**config.mk**
```make
export PLATFORM = sky130hd
export DESIGN_NAME = ipd_frame_deframer
export DESIGN_NICKNAME = d
export VERILOG_FILES = /design/src/rtl/ipd_pkg.sv /design/src/rtl/ipd_parser.sv /design/src/rtl/ipd_out_reg.sv /design/src/rtl/ipd_frame_deframer.sv
export SDC_FILE = /design/constraint.sdc
export NUM_CORES = 1
export LEC_CHECK = 0
export BUFFER_PORTS_ARGS = -buffer_cell sky130_fd_sc_hd__buf_2
export CAP_MARGIN = 25
export CORE_MARGIN = 2
export CORE_UTILIZATION = 35
export DETAILED_ROUTE_END_ITERATION = 10
export PLACE_DENSITY = 0.5
export SLEW_MARGIN = 10
export SYNTH_ARGS = -nofsm -noshare
export SYNTH_HDL_FRONTEND = slang
export SYNTH_SLANG_ARGS = --single-unit
export TNS_END_PERCENT = 10
```
**constraint.sdc**
```tcl
create_clock -name clk -period 10 [get_ports clk]
set_input_delay 0.5 -clock clk [delete_from_list [all_inputs] [get_ports clk]]
set_output_delay 0.5 -clock clk [all_outputs]
set_load 0.01 [all_outputs]
```
**src/rtl/ipd_pkg.sv**
```systemverilog
// Shared types and constants for the +IPD frame deframer.
package ipd_pkg;

  localparam logic [7:0] CH_PLUS  = 8'h2B;
  localparam logic [7:0] CH_I     = 8'h49;
  localparam logic [7:0] CH_P     = 8'h50;
  localparam logic [7:0] CH_D     = 8'h44;
  localparam logic [7:0] CH_COMMA = 8'h2C;
  localparam logic [7:0] CH_COLON = 8'h3A;
  localparam logic [7:0] CH_ZERO  = 8'h30;
  localparam logic [7:0] CH_NINE  = 8'h39;

  // Header "+IPD," is five bytes long.
  localparam logic [2:0] HDR_LEN  = 3'd5;

  typedef struct packed {
    logic [7:0]  payload_byte;
    logic [15:0] payload_position;
    logic        end_of_message;
    logic        empty_message;
  } ipd_res_t;

  // Expected header byte at a given header position.
  function automatic logic [7:0] hdr_char(input logic [2:0] idx);
    logic [7:0] c;
    case (idx)
      3'd0:    c = CH_PLUS;
      3'd1:    c = CH_I;
      3'd2:    c = CH_P;
      3'd3:    c = CH_D;
      3'd4:    c = CH_COMMA;
      default: c = 8'h00;
    endcase
    return c;
  endfunction

endpackage

```
**src/rtl/ipd_parser.sv**
```systemverilog
// Frame parser: header check, length decode and payload counting.
module ipd_parser #(
  parameter int LENGTH_BITS = 16
) (
  input  logic              clk,
  input  logic              rst_n,
  input  logic              in_fire,
  input  logic [7:0]        in_byte,
  output logic              res_valid,
  output ipd_pkg::ipd_res_t res
);
  import ipd_pkg::*;

  typedef enum logic [1:0] {PH_IDLE, PH_HEADER, PH_LENGTH, PH_DATA} phase_t;

  localparam int PW = (LENGTH_BITS < 16) ? LENGTH_BITS : 16;

  phase_t                 phase_r, phase_nxt;
  logic [2:0]             hcnt_r, hcnt_nxt;
  logic                   mism_r, mism_nxt;
  logic [LENGTH_BITS-1:0] len_r, len_nxt;
  logic [LENGTH_BITS-1:0] cnt_r, cnt_nxt;
  logic [LENGTH_BITS+3:0] prod;
  logic [3:0]             digit;
  logic [7:0]             digit_full;

  assign digit_full = in_byte - CH_ZERO;
  assign digit      = digit_full[3:0];
  assign prod = {1'b0, len_r, 3'b000} + {3'b000, len_r, 1'b0}
              + {{LENGTH_BITS{1'b0}}, digit};

  always_comb begin
    phase_nxt = phase_r;
    hcnt_nxt  = hcnt_r;
    mism_nxt  = mism_r;
    len_nxt   = len_r;
    cnt_nxt   = cnt_r;
    res_valid = 1'b0;
    res       = '0;
    if (in_fire) begin
      case (phase_r)
        PH_IDLE: begin
          if (in_byte == CH_PLUS) begin
            hcnt_nxt  = 3'd1;
            mism_nxt  = 1'b0;
            phase_nxt = PH_HEADER;
          end
        end
        PH_HEADER: begin
          mism_nxt = mism_r | (in_byte != hdr_char(hcnt_r));
          hcnt_nxt = hcnt_r + 3'd1;
          if (hcnt_nxt == HDR_LEN) begin
            if (mism_nxt) begin
              phase_nxt = PH_IDLE;
            end else begin
              len_nxt   = '0;
              phase_nxt = PH_LENGTH;
            end
          end
        end
        PH_LENGTH: begin
          if (in_byte >= CH_ZERO && in_byte <= CH_NINE) begin
            // saturate once the product leaves the length range
            if (prod[LENGTH_BITS+3:LENGTH_BITS] != 4'd0) begin
              len_nxt = '1;
            end else begin
              len_nxt = prod[LENGTH_BITS-1:0];
            end
          end else if (in_byte == CH_COLON) begin
            cnt_nxt   = '0;
            phase_nxt = PH_DATA;
          end
        end
        PH_DATA: begin
          res_valid = 1'b1;
          if (len_r == '0) begin
            res.end_of_message = 1'b1;
            res.empty_message  = 1'b1;
            phase_nxt          = PH_IDLE;
          end else begin
            res.payload_byte     = in_byte;
            res.payload_position = 16'(cnt_r[PW-1:0]);
            cnt_nxt              = cnt_r + 1'b1;
            if (cnt_nxt == len_r) begin
              res.end_of_message = 1'b1;
              len_nxt            = '0;
              phase_nxt          = PH_IDLE;
            end
          end
        end
        default: phase_nxt = PH_IDLE;
      endcase
    end
  end

  always_ff @(posedge clk) begin
    if (!rst_n) begin
      phase_r <= PH_IDLE;
      hcnt_r  <= 3'd0;
      mism_r  <= 1'b0;
      len_r   <= '0;
      cnt_r   <= '0;
    end else begin
      phase_r <= phase_nxt;
      hcnt_r  <= hcnt_nxt;
      mism_r  <= mism_nxt;
      len_r   <= len_nxt;
      cnt_r   <= cnt_nxt;
    end
  end

endmodule

```
**src/rtl/ipd_out_reg.sv**
```systemverilog
// Result register between the parser and the output channel.
module ipd_out_reg (
  input  logic              clk,
  input  logic              rst_n,
  input  logic              in_fire,
  input  logic              res_valid,
  input  ipd_pkg::ipd_res_t res,
  input  logic              out_ready,
  output logic              out_valid,
  output ipd_pkg::ipd_res_t out_res,
  output logic              can_load
);
  import ipd_pkg::*;

  logic     valid_r, valid_nxt;
  ipd_res_t res_r;

  // free when empty or draining this cycle
  assign can_load = !valid_r || out_ready;

  always_comb begin
    valid_nxt = valid_r;
    if (in_fire) begin
      valid_nxt = res_valid;
    end else if (out_ready) begin
      valid_nxt = 1'b0;
    end
  end

  always_ff @(posedge clk) begin
    if (!rst_n) begin
      valid_r <= 1'b0;
    end else begin
      valid_r <= valid_nxt;
    end
  end

  always_ff @(posedge clk) begin
    if (in_fire && res_valid) begin
      res_r <= res;
    end
  end

  assign out_valid = valid_r;
  assign out_res   = res_r;

endmodule

```
**src/rtl/ipd_frame_deframer.sv**
```systemverilog
// Top level of the +IPD frame deframer: parser plus result register.
// A payload request is registered and shows on the output in the cycle after it is accepted.
// Throughput: one received byte per cycle while no held result stalls it; the parser
//   state update is a single pass of logic, and the result register refills while it drains.
// Reset: synchronous, active low; returns the parser to idle and empties
//   the result register. No clearing pass is needed.
module ipd_frame_deframer #(
  parameter int LENGTH_BITS = 16
) (
  input  logic        clk,
  input  logic        rst_n,
  input  logic        in_valid,
  output logic        in_ready,
  input  logic [7:0]  in_rx_byte,
  output logic        out_valid,
  input  logic        out_ready,
  output logic [7:0]  out_payload_byte,
  output logic [15:0] out_payload_position,
  output logic        out_end_of_message,
  output logic        out_empty_message
);
  import ipd_pkg::*;

  logic     in_fire;
  logic     res_valid;
  ipd_res_t res;
  ipd_res_t out_res;
  logic     can_load;

  // Take a new byte whenever the result register is free or being drained;
  // bytes that cause no result still advance the parser.
  assign in_ready = can_load;
  assign in_fire  = in_valid && in_ready;

  ipd_parser #(
    .LENGTH_BITS (LENGTH_BITS)
  ) u_parser (
    .clk       (clk),
    .rst_n     (rst_n),
    .in_fire   (in_fire),
    .in_byte   (in_rx_byte),
    .res_valid (res_valid),
    .res       (res)
  );

  // Hold the finished request until the consumer takes it.
  ipd_out_reg u_out_reg (
    .clk       (clk),
    .rst_n     (rst_n),
    .in_fire   (in_fire),
    .res_valid (res_valid),
    .res       (res),
    .out_ready (out_ready),
    .out_valid (out_valid),
    .out_res   (out_res),
    .can_load  (can_load)
  );

  assign out_payload_byte     = out_res.payload_byte;
  assign out_payload_position = out_res.payload_position;
  assign out_end_of_message   = out_res.end_of_message;
  assign out_empty_message    = out_res.empty_message;

  // An empty message is always the last and carries no byte.
  a_empty_form: assert property (@(posedge clk) disable iff (!rst_n)
    out_valid && out_empty_message |->
      out_end_of_message && out_payload_byte == 8'd0 && out_payload_position == 16'd0)
    else $error("empty message result malformed");

  // Never overwrite a stalled result.
  a_no_overwrite: assert property (@(posedge clk) disable iff (!rst_n)
    in_valid && in_ready && out_valid |-> out_ready)
    else $error("result register overwritten while stalled");

  // An empty result register must not block input.
  a_ready_when_empty: assert property (@(posedge clk) disable iff (!rst_n)
    !out_valid |-> in_ready)
    else $error("input stalled with empty result register");

endmodule

```
==> reports/qor.yml <==
clockBufferDepth: 2
path_class: "reg2reg"
dp_hpwl_um: 9050
tightest_slew_ns: 1.02
layout-drive-gt1-share: 0.147
grt_overflow: 0
core_area_um2: 13700
setup_viol: 0
ys_warn_count: 0
met3_usage: 0.0239
die_w_um: 122
finalSetupTns_ns: 0
cts_max_level: 3
drc: 0
cts-root-buf: "clkbuf_16"
grt_first_pass_wirelength_um: 20600
dp_cells: 727
wl_per_cell_um: 16.7
synth-main-ff-cell: "dfxtp_1"
slew_viol_final: 0
vias: 4199
hold_path_class: "in2reg"
period_minus_slack_ns: 3.49
antenna_found_initial: 0
syn_inst: 539
ant_nets: 0
busiest_layer: "met2"
cts_resized: 0
synth_seq_area_share: 0.321
ctsHoldBuffers: 0
fmax_mhz: 287
diodes: 0
cp-start-kind: "register"
status: "finished, final reports clean"
initial_core_util: 0.354
grt_max_degree: 43
ys_ff_latch: 65
syn_area_um2: 4860
cp_data_arrival_time_ns: 3.66
hold_violations: 0
fin_worst_skew_ns: 0.00926
postLayoutCellArea_um2: 5480
insertion_delay_ns: 0.34
synth.distinct_cells: 72
power.density_nw_per_um2: 114
io_pins: 40
rsz0062_at_grt: "no"
instances_no_fill: 744
grt_pass1_vias: 3923
die_area_um2: 14800
synth_nets: 590
cts_tree: "built"
final_util: 0.399
power_leakage_nw: 2.05
post-cts-setup-buffers: 0
first_pass_iters: 5
cp.required_ns: 10.17
gp_congestion: 0.827
grt_usage: 0.175
async_reset_ff_frac: 0
grt_util_met2: 0.265
pre_cts_ws_ns: 6.24
nets: 610
synth-edff-count: 26
peakVddDrop_uv: 72.3
endpoint_kind: "register"
critical_path.max_fanout: 12
max_cap_violations: 0
drt-initial-drc-count: 376
finalCritPeriodShare: 0.349
timing.max_slew.rel_slack: 0.318
whs_ns: 0.453
post_dp_cell_area_um2: 5150
power.total_mw: 0.627
syn_avg_cell_area_um2: 9.02
cts.sinks: 65
areaGrowthSynthToFinish_pct: 12.7
rows: 43
viasPerCell: 5.64
die_height_um: 122
cts-buffers-inserted: 9
layout_setup_ws_ns: 6.51
io_buffers: 39
cts.reportedPaths.clkPinSlew_ns: 0.06
grtUsageMet1: 0.258
routed_wl_um: 12400
==> Yosys cell counts (all sizes together), types with 4 or more instances <==
cell / number / share of area
o211a: 4 / 0.0082
nand4: 7 / 0.0090
o22ai: 15 / 0.019
o21ai: 54 / 0.056
ha: 37 / 0.095
a21oi: 18 / 0.019
dfxtp: 39 / 0.16
nand3: 18 / 0.025
nand2: 27 / 0.021
nor3b: 4 / 0.0062
a21boi: 7 / 0.011
nor2: 32 / 0.025
and3: 9 / 0.012
a211oi: 6 / 0.0093
edfxtp: 26 / 0.16
or3: 7 / 0.0090
nor3: 18 / 0.020
a31oi: 5 / 0.0077
buf: 13 / 0.018
o21a: 9 / 0.014
inv: 12 / 0.0093
xor2: 11 / 0.020
nor2b: 10 / 0.013
xnor2: 17 / 0.031
clkbuf: 20 / 0.016
nand2b: 6 / 0.0077
nor4: 11 / 0.022
a2111oi: 16 / 0.040
o2111ai: 5 / 0.010
and2: 32 / 0.041
==> area by class of cell <==
type / instances / area [µm²]
Fill cell: 1373 / 8240
Multi-Input combinational cell: 429 / 3100
Sequential cell: 65 / 1560
Timing Repair Buffer: 42 / 229
Clock buffer: 9 / 225
Tap cell: 180 / 225
Clock inverter: 7 / 95.1
Inverter: 12 / 45.0
==> cells by family (layout without fill, tap and decap cells) <==
group / after synthesis / count (layout) / synth area share
DFF: 65 / 65 / 0.321
xor gates and xnor gates: 28 / 28 / 0.0505
buffers and inverters: 45 / 70 / 0.0425
muxes: 3 / 3 / 0.00618
and+or+nand+nor: 200 / 200 / 0.245
AOI/OAI and AO/OA: 159 / 159 / 0.231
adders and majority gates: 39 / 39 / 0.104
==> state kept, by name (all words and copies together), names as in the netlist, named ones only <==
name and cells:
u_parser.len_r 16, u_out_reg.out_res 26, u_parser.hcnt_r 3, u_parser.mism_r 1
u_parser.cnt_r 16, u_out_reg.out_valid 1, u_parser.phase_r 1
==> layout by cell type, fill, tap and decap left out, types with 10 or more instances in the layout <==
cell type and instances:
o21ai_0 54, dfxtp_1 39, buf_2 39, ha_1 37
nor2_1 32, and2_1 31, nand2_1 27, edfxtp_1 26
a21oi_1 18, nor3_1 17, xnor2_1 17, nand3_1 15
o22ai_1 15, inv_1 12, xor2_1 11, nor2b_1 10
==> final timing paths <==
kind / startpoint / to / slack (ns) / cells after the start
worst max register to register: u_parser.len_r[2] / u_parser.len_r[5] / 6.51 / 11
worst min register to register: u_parser.mism_r / u_parser.mism_r / 0.55 / 2
worst max-delay path: u_parser.len_r[2] / u_parser.len_r[5] / 6.51 / 11
worst min-delay path: in_valid / u_out_reg.out_valid / 0.45 / 3
==> per-layer routing <==
| metal | share of wire | routed length, µm |
|---|---|---|
| met3 | 0.036 | 451 |
| met1 | 0.52 | 6400 |
| met4 | 0.015 | 182 |
| met2 | 0.43 | 5360 |
| met5 | 0 | 0 |
==> report_power, final <==
group	switching (mW)	internal [mW]
Combinational	0.0100	0.00536
Sequential	0.0000484	0.273
Clock	0.120	0.218
Total	0.130	0.497
==> worst max-delay path, stage by stage (launching register included) <==
cell	delay [ns]
dfxtp_1	0.41
fa_1	0.55
inv_1	0.07
fa_1	0.44
nor2b_1	0.20
o31a_1	0.26
o211a_1	0.26
o21a_1	0.19
o21ai_0	0.10
a311oi_2	0.48
buf_4	0.28
o22ai_1	0.10
Power figures use the tool's default switching activity.
